==> src/ldf_pkg.sv <==
// Shared types, constants and helper functions of the display decimal field formatter.
// Depends on nothing; every other file of the block refers to it by scoped names.
package ldf_pkg;

    // Input request: cursor position, number to print and the number of digits.
    typedef struct packed {
        logic [7:0]  row;
        logic [7:0]  column;
        logic [15:0] value;
        logic [7:0]  digit_count;
    } t_item;

    // One display byte: a cursor command or a character.
    typedef struct packed {
        logic       is_command;
        logic [7:0] out_byte;
        logic       last;
    } t_result;

    // What follows the cursor command of a request.
    typedef enum logic [1:0] {
        KIND_NONE,
        KIND_DIGITS,
        KIND_ERROR
    } t_kind;

    // Classified request as it waits between the front and the back end.
    typedef struct packed {
        logic [7:0]  cursor;
        t_kind       kind;
        logic [2:0]  ndig;
        logic [15:0] value;
    } t_job;

    // Sequencer states of the back end.
    typedef enum logic [1:0] {
        ST_IDLE,
        ST_DIGIT,
        ST_ERROR
    } t_state;

    localparam logic [7:0] CMD_ROW1_BASE = 8'h7F;
    localparam logic [7:0] CMD_ROW2_BASE = 8'hBF;
    localparam logic [7:0] CMD_HOME      = 8'h80;
    localparam logic [7:0] ASCII_ZERO    = 8'd48;
    localparam logic [7:0] ERR_CHAR      = 8'h65;
    localparam logic [7:0] NUM_COLUMNS   = 8'd16;
    localparam logic [7:0] MAX_DIGITS    = 8'd5;
    localparam logic [2:0] TOP_POS       = 3'd4;

    localparam int JOB_DEPTH_DEF = 2;
    localparam int RES_DEPTH_DEF = 2;

    // Power of ten for a digit position, units at position zero.
    function automatic logic [13:0] pow10(input logic [2:0] pos);
        logic [13:0] p;
        case (pos)
            3'd0: p = 14'd1;
            3'd1: p = 14'd10;
            3'd2: p = 14'd100;
            3'd3: p = 14'd1000;
            3'd4: p = 14'd10000;
            default: p = 14'd1;
        endcase
        return p;
    endfunction

endpackage

==> src/ldf_fifo.sv <==
// Small register queue with full and empty flags, used for requests and for results.
// Depends on ldf_pkg for its default depth and width.
module ldf_fifo #(
    parameter int DEPTH = ldf_pkg::RES_DEPTH_DEF,
    parameter int WIDTH = $bits(ldf_pkg::t_result)
) (
    input  logic             i_clk,
    input  logic             i_rst_n,
    input  logic             i_wr,
    input  logic [WIDTH-1:0] i_wdata,
    output logic             o_full,
    output logic             o_empty,
    input  logic             i_rd,
    output logic [WIDTH-1:0] o_rdata
);
    localparam int PW = $clog2(DEPTH);
    localparam int CW = $clog2(DEPTH + 1);

    logic [WIDTH-1:0] r_mem [DEPTH];
    logic [PW-1:0]    r_wr_ptr;
    logic [PW-1:0]    r_rd_ptr;
    logic [CW-1:0]    r_count;
    logic             wr_en;
    logic             rd_en;

    // Flags and the oldest entry.
    assign o_full  = (r_count == CW'(DEPTH));
    assign o_empty = (r_count == '0);
    assign o_rdata = r_mem[r_rd_ptr];
    assign wr_en   = i_wr && !o_full;
    assign rd_en   = i_rd && !o_empty;

    // Storage; payload needs no reset.
    always_ff @(posedge i_clk) begin
        if (wr_en) begin
            r_mem[r_wr_ptr] <= i_wdata;
        end
    end

    // Pointers and fill count.
    always_ff @(posedge i_clk) begin
        if (!i_rst_n) begin
            r_wr_ptr <= '0;
            r_rd_ptr <= '0;
            r_count  <= '0;
        end else begin
            if (wr_en) begin
                r_wr_ptr <= (r_wr_ptr == PW'(DEPTH - 1)) ? '0 : r_wr_ptr + PW'(1);
            end
            if (rd_en) begin
                r_rd_ptr <= (r_rd_ptr == PW'(DEPTH - 1)) ? '0 : r_rd_ptr + PW'(1);
            end
            if (wr_en && !rd_en) begin
                r_count <= r_count + CW'(1);
            end else if (rd_en && !wr_en) begin
                r_count <= r_count - CW'(1);
            end
        end
    end

endmodule

==> src/ldf_front.sv <==
// Front end: accepts requests, works out the cursor command and the kind of field,
// and queues the classified request. Depends on ldf_pkg and ldf_fifo.
module ldf_front #(
    parameter int DEPTH = ldf_pkg::JOB_DEPTH_DEF
) (
    input  logic                i_clk,
    input  logic                i_rst_n,
    input  logic                i_push,
    input  ldf_pkg::t_item      i_item,
    output logic                o_full,
    output logic                o_job_valid,
    output ldf_pkg::t_job       o_job,
    input  logic                i_job_take
);
    logic                row_ok;
    logic                col_ok;
    ldf_pkg::t_job       job;
    logic                job_empty;
    logic [$bits(ldf_pkg::t_job)-1:0] job_bits;

    // Cursor command; an invalid position falls back to row 1, column 1.
    assign row_ok = (i_item.row == 8'd1) || (i_item.row == 8'd2);
    assign col_ok = (i_item.column != 8'd0) && (i_item.column <= ldf_pkg::NUM_COLUMNS);

    always_comb begin
        if (!(row_ok && col_ok)) begin
            job.cursor = ldf_pkg::CMD_HOME;
        end else if (i_item.row == 8'd1) begin
            job.cursor = ldf_pkg::CMD_ROW1_BASE + i_item.column;
        end else begin
            job.cursor = ldf_pkg::CMD_ROW2_BASE + i_item.column;
        end

        // Field kind: nothing, digits, or the error mark.
        if (i_item.digit_count == 8'd0) begin
            job.kind = ldf_pkg::KIND_NONE;
        end else if (i_item.digit_count > ldf_pkg::MAX_DIGITS) begin
            job.kind = ldf_pkg::KIND_ERROR;
        end else begin
            job.kind = ldf_pkg::KIND_DIGITS;
        end
        job.ndig  = i_item.digit_count[2:0];
        job.value = i_item.value;
    end

    // Queue toward the back end.
    ldf_fifo #(
        .DEPTH (DEPTH),
        .WIDTH ($bits(ldf_pkg::t_job))
    ) u_job_q (
        .i_clk   (i_clk),
        .i_rst_n (i_rst_n),
        .i_wr    (i_push),
        .i_wdata (job),
        .o_full  (o_full),
        .o_empty (job_empty),
        .i_rd    (i_job_take),
        .o_rdata (job_bits)
    );

    assign o_job_valid = !job_empty;
    assign o_job       = ldf_pkg::t_job'(job_bits);

endmodule

==> src/ldf_back.sv <==
// Back end (depends on ldf_pkg): sequences a classified request's display bytes, one
// step a cycle unless results are full; a digit unit peels one decimal digit per step.
module ldf_back (
    input  logic               i_clk,
    input  logic               i_rst_n,
    input  logic               i_job_valid,
    input  ldf_pkg::t_job      i_job,
    output logic               o_job_take,
    input  logic               i_res_full,
    output logic               o_res_push,
    output ldf_pkg::t_result   o_res
);
    ldf_pkg::t_state r_state;
    ldf_pkg::t_state n_state;
    logic [15:0]     r_rem;
    logic [15:0]     n_rem;
    logic [2:0]      r_pos;
    logic [2:0]      n_pos;
    logic [2:0]      r_ndig;
    logic [2:0]      n_ndig;

    logic [13:0]     weight;
    logic [16:0]     thr [10];
    logic [3:0]      digit;
    logic [16:0]     rem_diff;

    // Digit unit: compare the remainder against every multiple of the weight.
    assign weight = ldf_pkg::pow10(r_pos);

    always_comb begin
        for (int k = 0; k < 10; k++) begin
            thr[k] = 17'(k) * {3'b000, weight};
        end
        digit = 4'd0;
        for (int k = 1; k < 10; k++) begin
            if ({1'b0, r_rem} >= thr[k]) begin
                digit = 4'(k);
            end
        end
        rem_diff = {1'b0, r_rem} - thr[digit];
    end

    // State and working registers.
    always_ff @(posedge i_clk) begin
        if (!i_rst_n) begin
            r_state <= ldf_pkg::ST_IDLE;
        end else begin
            r_state <= n_state;
        end
    end

    always_ff @(posedge i_clk) begin
        r_rem  <= n_rem;
        r_pos  <= n_pos;
        r_ndig <= n_ndig;
    end

    // Next state and outputs; nothing moves while the result queue is full.
    always_comb begin
        n_state    = r_state;
        n_rem      = r_rem;
        n_pos      = r_pos;
        n_ndig     = r_ndig;
        o_job_take = 1'b0;
        o_res_push = 1'b0;
        o_res      = '0;
        case (r_state)
            ldf_pkg::ST_IDLE: begin
                if (i_job_valid && !i_res_full) begin
                    o_job_take       = 1'b1;
                    o_res_push       = 1'b1;
                    o_res.is_command = 1'b1;
                    o_res.out_byte   = i_job.cursor;
                    o_res.last       = (i_job.kind == ldf_pkg::KIND_NONE);
                    n_rem            = i_job.value;
                    n_pos            = ldf_pkg::TOP_POS;
                    n_ndig           = i_job.ndig;
                    case (i_job.kind)
                        ldf_pkg::KIND_DIGITS: n_state = ldf_pkg::ST_DIGIT;
                        ldf_pkg::KIND_ERROR:  n_state = ldf_pkg::ST_ERROR;
                        default:              n_state = ldf_pkg::ST_IDLE;
                    endcase
                end
            end
            ldf_pkg::ST_DIGIT: begin
                // High positions beyond the requested count are worked but not sent.
                if (!i_res_full) begin
                    o_res_push       = (r_pos < r_ndig);
                    o_res.is_command = 1'b0;
                    o_res.out_byte   = ldf_pkg::ASCII_ZERO + {4'b0000, digit};
                    o_res.last       = (r_pos == 3'd0);
                    n_rem            = rem_diff[15:0];
                    if (r_pos == 3'd0) begin
                        n_state = ldf_pkg::ST_IDLE;
                    end else begin
                        n_pos = r_pos - 3'd1;
                    end
                end
            end
            ldf_pkg::ST_ERROR: begin
                if (!i_res_full) begin
                    o_res_push       = 1'b1;
                    o_res.is_command = 1'b0;
                    o_res.out_byte   = ldf_pkg::ERR_CHAR;
                    o_res.last       = 1'b1;
                    n_state          = ldf_pkg::ST_IDLE;
                end
            end
            default: begin
                n_state = ldf_pkg::ST_IDLE;
            end
        endcase
    end

endmodule

==> src/lcd_decimal_field_formatter.sv <==
// Top level of the display decimal field formatter: front end, back end, result queue.
// Depends on ldf_pkg, ldf_fifo, ldf_front and ldf_back.
//
//   Channel  | Direction | Handshake        | Payload
//   ---------+-----------+------------------+-------------------------------------
//   request  | in        | push / full      | i_item  (row, column, value, digits)
//   result   | out       | empty / pop      | o_result (is_command, out_byte, last)
//
// A request with digits takes a cursor step and five digit steps of the shared digit
// unit, one with no digits only that step, one with the error mark that step and an
// error step. The back end sets the sustained rate; the request queue lets the front
// accept while the back end works. Reset is synchronous and clears all queue and
// sequencer control. A full result queue stalls the back end without losing bytes.
module lcd_decimal_field_formatter #(
    parameter int JOB_DEPTH = ldf_pkg::JOB_DEPTH_DEF,
    parameter int RES_DEPTH = ldf_pkg::RES_DEPTH_DEF
) (
    input  logic               i_clk,
    input  logic               i_rst_n,
    input  logic               push,
    output logic               full,
    input  ldf_pkg::t_item     i_item,
    output logic               empty,
    input  logic               pop,
    output ldf_pkg::t_result   o_result
);
    logic                               job_valid;
    ldf_pkg::t_job                      job;
    logic                               job_take;
    logic                               res_full;
    logic                               res_push;
    ldf_pkg::t_result                   res;
    logic [$bits(ldf_pkg::t_result)-1:0] res_bits;

    // Request intake and classification.
    ldf_front #(
        .DEPTH (JOB_DEPTH)
    ) u_front (
        .i_clk       (i_clk),
        .i_rst_n     (i_rst_n),
        .i_push      (push),
        .i_item      (i_item),
        .o_full      (full),
        .o_job_valid (job_valid),
        .o_job       (job),
        .i_job_take  (job_take)
    );

    // Byte sequencing.
    ldf_back u_back (
        .i_clk       (i_clk),
        .i_rst_n     (i_rst_n),
        .i_job_valid (job_valid),
        .i_job       (job),
        .o_job_take  (job_take),
        .i_res_full  (res_full),
        .o_res_push  (res_push),
        .o_res       (res)
    );

    // Result queue toward the display driver.
    ldf_fifo #(
        .DEPTH (RES_DEPTH),
        .WIDTH ($bits(ldf_pkg::t_result))
    ) u_res_q (
        .i_clk   (i_clk),
        .i_rst_n (i_rst_n),
        .i_wr    (res_push),
        .i_wdata (res),
        .o_full  (res_full),
        .o_empty (empty),
        .i_rd    (pop),
        .o_rdata (res_bits)
    );

    assign o_result = ldf_pkg::t_result'(res_bits);

endmodule

==> config.mk <==
export PLATFORM = sky130hd
export DESIGN_NAME = lcd_decimal_field_formatter
export DESIGN_NICKNAME = d
export VERILOG_FILES = /design/src/ldf_pkg.sv /design/src/ldf_fifo.sv /design/src/ldf_front.sv /design/src/ldf_back.sv /design/src/lcd_decimal_field_formatter.sv
export SDC_FILE = /design/constraint.sdc
export NUM_CORES = 1
export LEC_CHECK = 0
export BUFFER_PORTS_ARGS = -buffer_cell sky130_fd_sc_hd__buf_2
export CAP_MARGIN = 20
export CORE_AREA = 10 10 168 170
export CTS_BUF_LIST = sky130_fd_sc_hd__clkbuf_4 sky130_fd_sc_hd__clkbuf_8
export DETAILED_ROUTE_END_ITERATION = 12
export DIE_AREA = 0 0 178 180
export HOLD_SLACK_MARGIN = 0.06
export PLACE_DENSITY_LB_ADDON = 0.08
export SLEW_MARGIN = 40
export SYNTH_ARGS = -nofsm -noshare
export SYNTH_HDL_FRONTEND = slang
export SYNTH_SLANG_ARGS = --single-unit
==> constraint.sdc <==
create_clock -name i_clk -period 19.3 [get_ports i_clk]
set_input_delay 0 -clock i_clk [delete_from_list [all_inputs] [get_ports i_clk]]
set_output_delay 0 -clock i_clk [all_outputs]
set_load 0.02 [all_outputs]
# Yosys cells after proc, flatten, opt, wreduce, memory -nomap -nowiden
# Memories as Yosys holds them, arrays and structs flattened. A register that Yosys moved wholly into a read port is not among the register bits.
# Index checks and enable logic that the tools add are counted.
[totals]
n_memories = 2
wordCells = 150
out_inout_bits = 12
ff_bits = 32
ram_bits = 78
[mem_list]
columns = ["memory", "words", "width", "read_ports", "rd_clocked_by_memory_dff", "wr", "line", "source"]
rows = [
  ["u_front.u_job_q.r_mem", 2, 29, 1, 1, 1, "ldf_fifo.sv:19", "logic [WIDTH-1:0] r_mem [DEPTH];"],
  ["u_res_q.r_mem", 2, 10, 1, 1, 1, "ldf_fifo.sv:19", ""],
]
[classes]
addsub = 13
multipliers = 5
muxes = 55
eq_ne = 17
magnitude_cmp = 13
n_reduce_logical = 34
n_bitwise = 1
[op_table]
columns = ["cell", "count"]
rows = [
  [">= comparator 16 x 17 -> 1 bit", 5],
  ["binary-select mux 17 bit (select 4 bit)", 1],
  ["two-way mux 16 bit", 4],
  ["case mux 14 bit (4 select lines)", 1],
  ["multiplier 3 x 14 -> 17 bit (first input constant)", 2],
  [">= comparator 16 bit", 2],
  ["multiplier 2 x 14 -> 16 bit (first input constant)", 2],
  ["case mux 16 bit (2 select lines)", 1],
  ["case mux 10 bit (3 select lines)", 1],
  ["two-way mux 2 bit", 12],
  ["two-way mux 8 bit", 3],
  ["two-way mux 3 bit", 7],
  ["multiplier 4 x 14 -> 17 bit (first input constant)", 1],
  ["two-way mux 1 bit", 17],
  [">= comparator 16 x 14 -> 1 bit", 1],
  [">= comparator 16 x 15 -> 1 bit", 1],
  ["subtractor 16 bit", 1],
  ["logical AND 1 bit", 11],
  ["two-way mux 10 bit", 1],
  ["two-way mux 9 bit", 1],
  ["adder 7 x 8 -> 8 bit (first input constant)", 1],
  ["adder 8 bit (first input constant)", 1],
  ["== test 2 bit (second input constant)", 4],
  ["== test 8 x 1 -> 1 bit (second input constant)", 1],
  ["other kinds (32)", 56],
]

# Depth between registers and ports, before layout
# Gate-level depths: netlist of run 1.
[logic_depth]
depth_word = 19
ltp_mapped = 39
ltp_nobuf = 37

# Modules after synthesis
# Synthesis of run 1 repeated with hierarchy kept, for this count alone.
[hier_totals]
hier_cells = 990
area_unflattened_um2 = 9840.7
[modules_own_cells]
columns = ["module", "area_each_um2", "instances", "cells_per_inst"]
rows = [
  ["ldf_back", 6278.5, 1, 776],
  ["ldf_fifo (u_front.u_job_q)", 2322.2, 1, 115],
  ["ldf_fifo (u_res_q)", 945.9, 1, 57],
  ["ldf_front", 294.0, 1, 42],
]

# Worst setup path before layout of run 1
# OpenSTA, ideal clock, no wires.
[synth_timing]
path_type = "register to register"
start = "register u_back.r_pos[0]"
end = "register u_back.r_rem[12], data pin"
path_stages_with_launch = 37
t_required_ns = 19.030
setup_time_ns = 0.270
n_path_buf = 2
path_slack_ns = 10.985
arrival_time_ns = 8.045
period_less_slack_ns = 8.315
path_cell_list = "edfxtp_1 -> inv_1 -> ha_1 -> nand2b_1 -> clkinv_1 -> nor2_1 -> nand2_1 -> nor2_1 -> inv_1 -> fa_1 -> fa_1 -> nor3b_1 -> mux2i_1 -> ha_1 -> o21a_1 -> o2111ai_1 -> a41oi_1 -> o21ai_1 -> and2_1 -> buf_6 -> and2_1 -> a211oi_4 -> buf_2 -> nor2_1 -> o21ai_0 -> o211ai_1 -> ha_1 -> nor2b_1 -> o21ai_0 -> a21boi_0 -> o21a_1 -> o21ai_0 -> a21oi_1 -> o311ai_0 -> a21boi_0 -> xnor2_1 -> a21oi_1"
[synth_via]
elab_chain_cells = 19
[synth_rtl]
columns = ["item", "line", "source"]
rows = [
  ["from (decl)", "ldf_back.sv:17", "logic [2:0] r_pos;"],
  ["from (signal assigned)", "ldf_back.sv:54", "r_pos <= n_pos;"],
  ["== test 3 bit (tied with other cells)", "ldf_pkg.sv:57", "case (pos)"],
  ["case mux 14 bit (4 select lines) *", "ldf_pkg.sv:57", ""],
  ["branches (longest 11 deep; another with multiplier 2 x 14 -> 16 bit)", "--", ""],
  ["binary-select mux 17 bit (select 4 bit) *", "ldf_back.sv:40", "rem_diff = {1'b0, r_rem} - thr[digit];"],
  ["two-way mux 16 bit (not written as such) * (2 in a row)", "ldf_back.sv:40", ""],
  ["subtractor 16 bit *", "ldf_back.sv:40", ""],
  ["two-way mux 16 bit *", "ldf_back.sv:87", "if (!i_res_full) begin"],
  ["case mux 16 bit (2 select lines) *", "ldf_back.sv:67", "case (r_state)"],
  ["named net u_back.n_rem[12]", "ldf_back.sv:16", "logic [15:0] n_rem;"],
  ["to (signal assigned)", "ldf_back.sv:53", "r_rem <= n_rem;"],
  ["to (decl)", "ldf_back.sv:15", "logic [15:0] r_rem;"],
]
# Mark *: on every way through the listed nets, which the timed path passes. The select of a mux whose other input is x is not followed.
# A chain may end at the register's enable or synchronous reset.

# Worst setup path after layout of run 1
# Ends and elaborated chain as after synthesis.

==> implementation parameters, run 1 <==
Parameter                              Value

Run status
  Status    complete, no violations

Yosys
  Post-Syn Area per Cell    9.69 um2
  Most used flip-flop cell after synthesis    sky130_fd_sc_hd__edfxtp_1
  Sequential element share of the synthesized area    33.2%
  Dominant cells by area after synthesis    sky130_fd_sc_hd__edfxtp_1, sky130_fd_sc_hd__ha_1, sky130_fd_sc_hd__a21oi_1, sky130_fd_sc_hd__nor2_1, sky130_fd_sc_hd__mux2i_1
  Cell taking the most area after synthesis    sky130_fd_sc_hd__edfxtp_1
  Cells after Synth    1007
  Top-area cell type share of the netlist area    30.8%
  Count of state elements after synthesis    112
  Count of yosys warnings during synthesis    0
  Post-synthesis instance area    9760 um2
  Number of distinct standard cells referenced by the synthesized netlist    79
  Fraction of registers with async set or reset after synthesis    0%
  Post-synth EDFFs    100

Cells and area
  Non-filler cells in the finished layout    1428
  Fill count    2395
  Most used cells in the layout excluding fill and tap cells    sky130_fd_sc_hd__ha_1, sky130_fd_sc_hd__edfxtp_1, sky130_fd_sc_hd__a21oi_1
  Leading cell type in the layout, fill and taps excluded    sky130_fd_sc_hd__ha_1
  Ant diodes    0
  Share of post-route cells with drive strength above 1    10.7%
  Growth of design area from synthesis to finish    12.1%
  Final-stage net count    1294

Job
  Max cap viols    0

Die
  Floorplan die height    180 um
  Site Rows    58
  I/O Pins    56
  Area of the die    32000 um2
  Core area    24900 um2
  Die W    178 um
  Starting density of the core    39.2%

STA
  Achievable Freq    94.3 MHz
  Actual slew at the worst max-slew pin    0.863 ns
  Hold violation count in the final report    0
  Setup repair after global routing missed its margin    false
  Max-slew violation count    0
  Minimum clock period    10.60 ns
  Final worst-path setup slack    8.70 ns
  Crit share post-route    54.9%
  Total negative setup slack    0 ns
  Setup-violating endpoint count in the final report    0
  Post-route worst hold slack    0.0860 ns
  Worst slew margin relative to its limit    42.1%
  Clock Skews    0.0187 ns

Global route
  First-pass GRT wire length    45.9 mm
  Overall fraction of global-route tracks in use    18.1%
  Met1 track demand over resource in global routing    24.6%
  Final global-route overflow total    0
  Vias in the first global route    8034
  Maximum number of pins on one net before global-route repair    40
  Initial antenna violation count    0
  Met3 track demand over resource    2.64%
  Most used routing layer    met2
  Fraction of met2 tracks used by global routing    29.1%

Routing
  Number of DRC markers in iteration 0    603
  DRC Markers    0
  Post-route ant nets    0
  Initial DRT Pass Iterations    5
  Average via count per standard cell    5.63
  Total wire length    29.1 mm
  Via total after detailed routing    8033
  Average wire per standard cell    20.4 um

Setup path
  Maximum fanout along the worst path    21
  Critical-path top delay cell    sky130_fd_sc_hd__clkinv_1
  Critical path launch point type    register
  Data required time at the worst endpoint    19.42 ns
  Worst Setup End Kind    register
  Internal reg-to-reg setup slack    8.70 ns
  Source of the critical timing path    u_back.r_pos[0]$_SDFFCE_PN0P_
  Critical path destination    u_back.r_rem[12]$_DFFE_PP_
  R2R depth    35
  Worst reg2reg path startpoint    u_back.r_pos[0]$_SDFFCE_PN0P_
  Largest incremental delay on the critical path    0.65 ns
  Endpoint arrival time on the critical path    10.72 ns
  Critical setup path kind    reg -> reg
  Reg-to-Reg End    u_back.r_rem[12]$_DFFE_PP_

Clock network
  Clock slew seen by the registers of the worst setup and hold paths    0.11 ns
  H-tree Lvls    3
  Number of buffers created by CTS    9
  Number of sinks handled by clock tree synthesis    112
  Later-pin clock latency in the skew report    0.38 ns
  Clock tree root buffer cell    sky130_fd_sc_hd__clkbuf_8
  Maximum count of clock buffers along a single path    2
  TritonCTS clock tree    done

Placement
  Number of buffers inserted by port buffering    55
  Cell total after placement    1383
  Estimated wirelength of the detail-placed design    22.3 mm
  Last weighted congestion value of the routability-driven placer    0.943
  Worst-case setup slack after placement    8.87 ns

Worst hold path
  Class of the most critical hold timing path    in -> reg
-- final cells by class --
| class | count | area, um2 | area share, % |
|---|---|---|---|
| multi-input cells | 823 | 6250 | 57.1 |
| clock inverters | 7 | 55.1 | 0.503 |
| repair buffers | 96 | 663 | 6.06 |
| well taps | 330 | 413 | 3.77 |
| flip-flops and latches | 112 | 3250 | 29.7 |
| clock buffers | 9 | 124 | 1.13 |
| inverters | 51 | 191 | 1.75 |
-- critical path: cells and delay by family, from the launching register on --
family                     cells  cell delay [ns]
xor gates and xnor gates       1             0.19
buffers and inverters          4             1.25
adders and majority gates      5             1.89
muxes                          2             0.66
and+or+nand+nor                8             2.62
DFF                            1             0.41
AOI/OAI and AO/OA             15             3.32
-- logic make-up after synthesis --
group           synth area share [%]
compound gates                  19.5
xor+xnor                        4.00
fa+ha+maj                       20.8
buf+inv                         3.29
flops                           33.2
mux                             4.40
other cells                   0.0770
simple gates                    14.7
-- how the worst min path moves through the flow --
stage          startpoint                                     end  slack, ns  cells after the start
6_report       i_item[25]  u_front.u_job_q.r_mem[1][26]$_DFFE_PP_       0.09                      3
5_1_grt        i_item[25]  u_front.u_job_q.r_mem[0][26]$_DFFE_PP_       0.09                      3
3_3_place_gp    i_item[8]   u_front.u_job_q.r_mem[0][0]$_DFFE_PP_       0.19                      1
3_5_place_dp   i_item[12]   u_front.u_job_q.r_mem[0][4]$_DFFE_PP_       0.19                      1
2_1_floorplan   i_item[8]   u_front.u_job_q.r_mem[0][0]$_DFFE_PP_        0.1                      0
4_1_cts        i_item[25]  u_front.u_job_q.r_mem[0][26]$_DFFE_PP_       0.06                      3
-- flip-flops by register name, indices dropped and copies added, names as in the netlist, named ones only --
| signal | flops |
|---|---|
| u_back.r_pos | 3 |
| u_res_q.r_mem | 20 |
| u_back.r_rem | 16 |
| u_front.u_job_q.r_count | 2 |
| u_front.u_job_q.r_wr_ptr | 1 |
| u_res_q.r_wr_ptr | 1 |
| u_back.r_ndig | 3 |
| u_res_q.r_rd_ptr | 1 |
| u_res_q.r_count | 2 |
| u_front.u_job_q.r_mem | 58 |
| u_back.r_state | 2 |
| u_front.u_job_q.r_rd_ptr | 1 |
-- stage by stage --
stage	util [%]	cell area, um2
global placement	41.9	10400
finish	43.9	10900
global route	43.9	10900
detailed placement	42.0	10500
floorplan	-	9790
CTS	43.9	10900
-- synthesized netlist by cell type, types with 13 or more instances --
cell,count
sky130_fd_sc_hd__nand2_1,66
sky130_fd_sc_hd__mux2_2,15
sky130_fd_sc_hd__clkbuf_1,18
sky130_fd_sc_hd__nand3_1,17
sky130_fd_sc_hd__inv_1,46
sky130_fd_sc_hd__and2_1,16
sky130_fd_sc_hd__nor2_1,79
sky130_fd_sc_hd__a211oi_1,18
sky130_fd_sc_hd__a21o_1,15
sky130_fd_sc_hd__ha_1,148
sky130_fd_sc_hd__mux2i_1,26
sky130_fd_sc_hd__xor2_1,13
sky130_fd_sc_hd__o21a_1,15
sky130_fd_sc_hd__xnor2_1,29
sky130_fd_sc_hd__nor2b_1,20
sky130_fd_sc_hd__edfxtp_1,100
sky130_fd_sc_hd__o21ai_0,52
sky130_fd_sc_hd__a21oi_1,79
sky130_fd_sc_hd__nor3_1,23
-- per-layer routing --
layer	part of all wire (%)	vias up
li1	-	3969
met1	47	3808
met5	0	-
met4	2.1	0
met3	4.6	40
met2	46	216
-- timing repair --
item / CTS / global route
endpoints found under the hold margin: 64 / 0
resized for setup: 0 / 0
hold buffers: 29 / 0
buffers inserted: 0 / 0
Power of run 1 is left out: the tool's default activity adds up to more than one toggle a clock period on the data nets, which glitch-free logic cannot reach.
==> run 2, diff against run 1 <==
- ABC_AREA: default -> 1
- CORE_AREA: 10 10 168 170 -> 10 10 169 171
- DIE_AREA: 0 0 178 180 -> 0 0 179 181
- clock period: 19.3 -> 10.3 ns (I/O delays scaled with it)
==> run 2 against run 1 <==
Net effect: worst hold slack better by 0.018 ns; clock skew is essentially flat; non-clock buffer count fell by 2; via count is 8.1% higher; fmax grew 19%; largest cell class unchanged.
==> implementation parameters, run 2 <==
Parameter                              Value

Cells and area
  Final-stage net count    1516
  Ant diodes    0
  Largest registers    u_front.u_job_q.r_mem (58), u_res_q.r_mem (20), u_back.r_rem (16)
  Most used cells in the layout excluding fill and tap cells    sky130_fd_sc_hd__nand2_1, sky130_fd_sc_hd__ha_1, sky130_fd_sc_hd__nor2_1
  Register with the highest flop count    u_front.u_job_q.r_mem
  Growth of design area from synthesis to finish    12.1%
  Share of post-route cells with drive strength above 1    10.0%
  Flip-flop count of the largest register after layout    58
  Leading cell type in the layout, fill and taps excluded    sky130_fd_sc_hd__nand2_1

Die
  Floorplan die height    181 um
  Area of the die    32400 um2
  Starting density of the core    39.6%
  Die W    179 um
  Site Rows    58
  I/O Pins    56
  Core area    25000 um2

STA
  Hold violation count in the final report    0
  Achievable Freq    112 MHz
  Crit share post-route    86.7%
  Max-slew violation count    0
  Total negative setup slack    0 ns
  Setup-violating endpoint count in the final report    0
  Setup repair after global routing missed its margin    false
  Actual slew at the worst max-slew pin    0.936 ns
  Worst slew margin relative to its limit    37.4%
  Minimum clock period    8.93 ns
  Clock Skews    0.0187 ns

Setup path
  Internal reg-to-reg setup slack    1.37 ns
  Reg-to-Reg End    u_back.r_rem[11]$_DFFE_PP_
  Worst Setup End Kind    register
  Critical setup path kind    reg -> reg
  Data required time at the worst endpoint    10.44 ns
  Worst reg2reg path startpoint    u_back.r_pos[0]$_SDFFCE_PN0P_
  R2R depth    39
  Critical path launch point type    register
  Critical-path top delay cell    sky130_fd_sc_hd__nor2_1
  Maximum fanout along the worst path    16
  Largest incremental delay on the critical path    0.70 ns
  Endpoint arrival time on the critical path    9.07 ns
  Most common cell on crit path    sky130_fd_sc_hd__nand2_1

Run status
  Status    complete, no violations

Placement
  Number of buffers inserted by port buffering    55
  Last weighted congestion value of the routability-driven placer    0.975
  Estimated wirelength of the detail-placed design    24.4 mm

Global route
  Overall fraction of global-route tracks in use    19.0%
  Vias in the first global route    8518
  First-pass GRT wire length    48.4 mm
  Final global-route overflow total    0
  Maximum number of pins on one net before global-route repair    31
  Initial antenna violation count    0

Clock network
  Number of sinks handled by clock tree synthesis    112
  Later-pin clock latency in the skew report    0.38 ns
  Maximum count of clock buffers along a single path    2
  H-tree Lvls    3
  Number of buffers created by CTS    9
  Clock slew seen by the registers of the worst setup and hold paths    0.11 ns
  Clock tree root buffer cell    sky130_fd_sc_hd__clkbuf_8
  TritonCTS clock tree    done
  Post-cts resize count    0

Routing
  DRC Markers    0
  Average via count per standard cell    5.26
  Via total after detailed routing    8685
  Post-route ant nets    0
  Average wire per standard cell    18.8 um
  Initial DRT Pass Iterations    5
  Number of DRC markers in iteration 0    634
  Total wire length    31.1 mm

Worst hold path
  Class of the most critical hold timing path    in -> reg
  Hold path depth    3
  Terminating pin of the worst hold path    u_front.u_job_q.r_mem[1][24]$_DFFE_PP_
  Startpoint of the tightest hold check path    i_item[27]

Yosys
  Post-Syn Area per Cell    8.13 um2
  Sequential element share of the synthesized area    32.7%
  Fraction of registers with async set or reset after synthesis    0%
  Cells after Synth    1220
  Synth cell count leaders    sky130_fd_sc_hd__nand2_1, sky130_fd_sc_hd__ha_1, sky130_fd_sc_hd__nor2_1, sky130_fd_sc_hd__inv_1, sky130_fd_sc_hd__edfxtp_1
  Post-synthesis instance area    9920 um2
  Most used flip-flop cell after synthesis    sky130_fd_sc_hd__edfxtp_1
  Top-area cell type share of the netlist area    30.3%
  Cell taking the most area after synthesis    sky130_fd_sc_hd__edfxtp_1
  Top-count cell post-synth    sky130_fd_sc_hd__nand2_1
  Number of distinct standard cells referenced by the synthesized netlist    52
  Post-synth EDFFs    100
  Count of yosys warnings during synthesis    0
  Count of state elements after synthesis    112
  Dominant cells by area after synthesis    sky130_fd_sc_hd__edfxtp_1, sky130_fd_sc_hd__ha_1, sky130_fd_sc_hd__nand2_1, sky130_fd_sc_hd__nor2_1, sky130_fd_sc_hd__a21oi_1

Job
  Max cap viols    0
==> run 2: cell types whose count changed after synthesis, sizes merged, moves of 18 or more <==
cell | before | now
a21oi | 79 | 97
nand3 | 17 | 79
nand2 | 67 | 236
nor2b | 20 | 0
o21ai | 57 | 87
xnor2 | 29 | 6
inv | 47 | 132
mux2i | 26 | 7
nor2 | 79 | 147
==> run 2: routing by layer <==
| metal | routed length, um | track usage, % | up-vias |
|---|---|---|---|
| met2 | 14300 | 30.4 | 200 |
| met3 | 1150 | 1.98 | 37 |
| met5 | 0 | 0 | - |
| met4 | 855 | 6.52 | 0 |
| li1 | - | - | 4425 |
| met1 | 14800 | 26.0 | 4023 |
==> run 2: layout make-up <==
type | count | area [um2]
fillers | 2611 | 13900
multi-input cells | 964 | 6110
flip-flops and latches | 112 | 3240
repair buffers | 94 | 641
inverters | 134 | 505
well taps | 330 | 413
clock buffers | 9 | 124
clock inverters | 7 | 83.8
==> run 2: worst max path at each step <==
stage | startpoint | endpoint | slack [ns] | depth (start not counted)
floorplan | u_back.r_pos[0]$_SDFFCE_PN0P_ | u_back.r_rem[12]$_DFFE_PP_ | 3.33 | 40
global placement | u_back.r_pos[0]$_SDFFCE_PN0P_ | u_back.r_rem[11]$_DFFE_PP_ | 1.71 | 39
detailed placement | u_back.r_pos[0]$_SDFFCE_PN0P_ | u_back.r_rem[12]$_DFFE_PP_ | 1.47 | 38
CTS | u_back.r_pos[0]$_SDFFCE_PN0P_ | u_back.r_rem[12]$_DFFE_PP_ | 1.45 | 41
global route | u_back.r_pos[0]$_SDFFCE_PN0P_ | u_back.r_rem[11]$_DFFE_PP_ | 0.61 | 39
finish | u_back.r_pos[0]$_SDFFCE_PN0P_ | u_back.r_rem[11]$_DFFE_PP_ | 1.37 | 39
==> run 2: cell families after synthesis <==
| logic type | after synthesis | synth area share [%] |
|---|---|---|
| mux | 17 | 1.84 |
| other cells | 2 | 0.0757 |
| xor+xnor | 26 | 2.30 |
| fa+ha+maj | 157 | 20.5 |
| buf+inv | 151 | 6.11 |
| simple gates | 514 | 22.8 |
| flops | 112 | 32.7 |
| compound gates | 241 | 13.7 |
==> run 2: what timing repair did <==
action	in CTS	in global routing
buffers inserted	0	0
hold buffers	29	0
hold endpoints to repair	58	0
==> run 2: worst max-delay path, delay by kind of cell (launching register included) <==
kind / cells / cell delay, ns
compound gates: 12 / 1.72
fa+ha+maj: 5 / 1.95
buf+inv: 4 / 1.14
flops: 1 / 0.45
simple gates: 18 / 3.40
==> run 2: through the flow <==
stage	utilization [%]	area [um2]	setup slack (ns)	std cells	hold WS (ns)
2_1_floorplan	-	9940	3.33	1227	0.0989
3_3_place_gp	42.4	10600	1.71	1605	0.188
3_5_place_dp	42.4	10600	1.47	1605	0.191
4_1_cts	44.4	11100	1.45	1650	0.0835
5_1_grt	44.4	11100	0.612	1650	0.141
6_report	44.4	11100	1.37	1650	0.104
Power of run 2 is left out for the same reason.
==> run 3, diff against run 2 <==
- CORE_AREA: 10 10 169 171 -> 10 10 172 174
- DIE_AREA: 0 0 179 181 -> 0 0 182 184
- SYNTH_HIERARCHICAL: default -> 1
==> run 3 against run 2 <==
Net effect: sequential share of layout area shrank 0.72 points; clock skew increased by 0.0041 ns; fmax rose by 2.0%; die area up 3.4%; synthesized area increased by 3.8%; worst hold slack improved by 0.0093 ns; flip-flop and latch count unchanged; largest cell class unchanged.
==> implementation parameters, run 3 <==
Parameter                              Value

Routing
  Average via count per standard cell    5.14
  Total wire length    29.2 mm
  DRC Markers    0
  Via total after detailed routing    8541
  Number of DRC markers in iteration 0    525
  Initial DRT Pass Iterations    5
  Average wire per standard cell    17.5 um
  Post-route ant nets    0

STA
  Total negative setup slack    0 ns
  Clock Skews    0.0228 ns
  Max-slew violation count    0
  Post-route worst hold slack    0.113 ns
  Minimum clock period    8.76 ns
  Crit share post-route    85.0%
  Final worst-path setup slack    1.54 ns
  Setup-violating endpoint count in the final report    0
  Actual slew at the worst max-slew pin    0.807 ns
  Worst slew margin relative to its limit    46.2%
  Hold violation count in the final report    0
  Setup repair after global routing missed its margin    false
  Achievable Freq    114 MHz

Clock network
  Maximum count of clock buffers along a single path    2
  Clock tree root buffer cell    sky130_fd_sc_hd__clkbuf_8
  Number of sinks handled by clock tree synthesis    112
  H-tree Lvls    3
  Later-pin clock latency in the skew report    0.39 ns
  TritonCTS clock tree    done
  Buffers inserted during post-CTS setup optimization    0
  Post-cts resize count    0
  Clock slew seen by the registers of the worst setup and hold paths    0.12 ns
  Number of buffers created by CTS    9

Cells and area
  Most used cells in the layout excluding fill and tap cells    sky130_fd_sc_hd__nand2_1, sky130_fd_sc_hd__ha_1, sky130_fd_sc_hd__inv_1
  Largest registers    u_front/u_job_q/r_mem (58), u_res_q/r_mem (20), u_back/r_rem (16)
  Flip-flop count of the largest register after layout    58
  Share of post-route cells with drive strength above 1    14.8%
  Final-stage net count    1526
  Register with the highest flop count    u_front/u_job_q/r_mem
  Ant diodes    0
  Leading cell type in the layout, fill and taps excluded    sky130_fd_sc_hd__nand2_1
  Growth of design area from synthesis to finish    10.8%

Setup path
  R2R depth    41
  Endpoint arrival time on the critical path    8.92 ns
  Worst Setup End Kind    register
  Family with the most delay on the worst path    simple AND/OR/NAND/NOR gates
  Worst path buffer plus inverter count    6
  Total number of cells along the worst setup path    41
  Most common cell on crit path    sky130_fd_sc_hd__nand2_1
  Critical-path top delay cell    sky130_fd_sc_hd__fa_1
  Critical setup path kind    reg -> reg
  Largest incremental delay on the critical path    0.63 ns
  Maximum fanout along the worst path    38
  Data required time at the worst endpoint    10.46 ns
  Critical path launch point type    register

Yosys
  Fraction of registers with async set or reset after synthesis    0%
  Top-area cell type share of the netlist area    29.2%
  Post-synthesis instance area    10300 um2
  Synth cell count leaders    sky130_fd_sc_hd__nand2_1, sky130_fd_sc_hd__ha_1, sky130_fd_sc_hd__inv_1, sky130_fd_sc_hd__edfxtp_1, sky130_fd_sc_hd__nor2_1
  Most used flip-flop cell after synthesis    sky130_fd_sc_hd__edfxtp_1
  Cells after Synth    1235
  Post-synth EDFFs    100
  Post-Syn Area per Cell    8.33 um2
  Number of distinct standard cells referenced by the synthesized netlist    56
  Count of state elements after synthesis    112
  Count of yosys warnings during synthesis    6
  Cell taking the most area after synthesis    sky130_fd_sc_hd__edfxtp_1
  Top-count cell post-synth    sky130_fd_sc_hd__nand2_1
  Sequential element share of the synthesized area    31.5%
  Dominant cells by area after synthesis    sky130_fd_sc_hd__edfxtp_1, sky130_fd_sc_hd__ha_1, sky130_fd_sc_hd__nand2_1, sky130_fd_sc_hd__inv_1, sky130_fd_sc_hd__a21oi_1

Global route
  Final global-route overflow total    0
  Maximum number of pins on one net before global-route repair    39
  Vias in the first global route    8158
  Overall fraction of global-route tracks in use    17.2%
  Initial antenna violation count    0
  First-pass GRT wire length    45.6 mm

Placement
  Estimated wirelength of the detail-placed design    23.2 mm
  Number of buffers inserted by port buffering    55
  Worst-case setup slack after placement    1.58 ns
  Last weighted congestion value of the routability-driven placer    0.883

Die
  Site Rows    59
  I/O Pins    56
  Starting density of the core    39.7%
  Core area    25900 um2
  Floorplan die height    184 um
  Die W    182 um
  Area of the die    33500 um2

Worst hold path
  Class of the most critical hold timing path    in -> reg
  Hold path depth    4

Run status
  Status    complete, no violations

Job
  Max cap viols    0
## run 3: cell types whose count changed in the layout (fill, tap and decap cells not counted), sizes merged, moves of 12 or more
cell / delta
mux2: +29
inv: +29
o21ai: -12
nand2: +29
nor2: -33
## run 3: routing by layer
metal,share of wire [%],vias up,GRT usage [%],wire [um]
met2,44,208,26.3,12900
met1,49,3908,24.0,14400
met5,0,-,0,0
met3,3.6,42,2.15,1050
met4,3.1,0,6.57,902
li1,-,4383,-,-
## run 3: timing repair
item / CTS / global route
hold endpoints to repair: 66 / 0
endpoints found under the setup margin: 0 / 0
hold buffers: 28 / 0
## run 3: tightest hold or removal path: stages
cell and delay, ns:
sky130_fd_sc_hd__buf_2 0.10, sky130_fd_sc_hd__nand3_1 0.09, sky130_fd_sc_hd__nand3_1 0.08, sky130_fd_sc_hd__nand3_1 0.11
## run 3: cells by family after synthesis
family	synth area share, %
compound gates	11.3
flops	31.5
other cells	0.0730
fa+ha+maj	20.0
xor+xnor	3.14
mux	4.63
simple gates	21.8
buf+inv	7.56
## run 3: metrics by stage
stage / instance area (um2) / std cells / util (%)
floorplan: 10300 / 1242 / -
global placement: 10900 / 1619 / 42.1
detailed placement: 10900 / 1619 / 42.1
CTS: 11400 / 1663 / 44.0
global route: 11400 / 1663 / 44.0
finish: 11400 / 1663 / 44.0
## run 3: final timing paths
kind | startpoint | end | slack, ns
setup / recovery | u_back/r_pos[1]$_SDFFCE_PN0P_ | u_back/r_rem[15]$_DFFE_PP_ | 1.54
hold / removal | i_item[31] | u_front/u_job_q/r_mem[1][28]$_DFFE_PP_ | 0.11
setup reg to reg | u_back/r_pos[1]$_SDFFCE_PN0P_ | u_back/r_rem[15]$_DFFE_PP_ | 1.54
hold reg to reg | u_res_q/r_rd_ptr$_SDFFE_PN0P_ | register | 0.51
## run 3: cell type report
cell class	instances	area, um2
timing repair buffer	88	593
tap	335	419
fill	2584	14500
clock inverter	7	91.3
multi-input combinational	947	6310
inverter	165	624
sequential	112	3240
clock buffer	9	124
Power of run 3 is left out for the same reason.
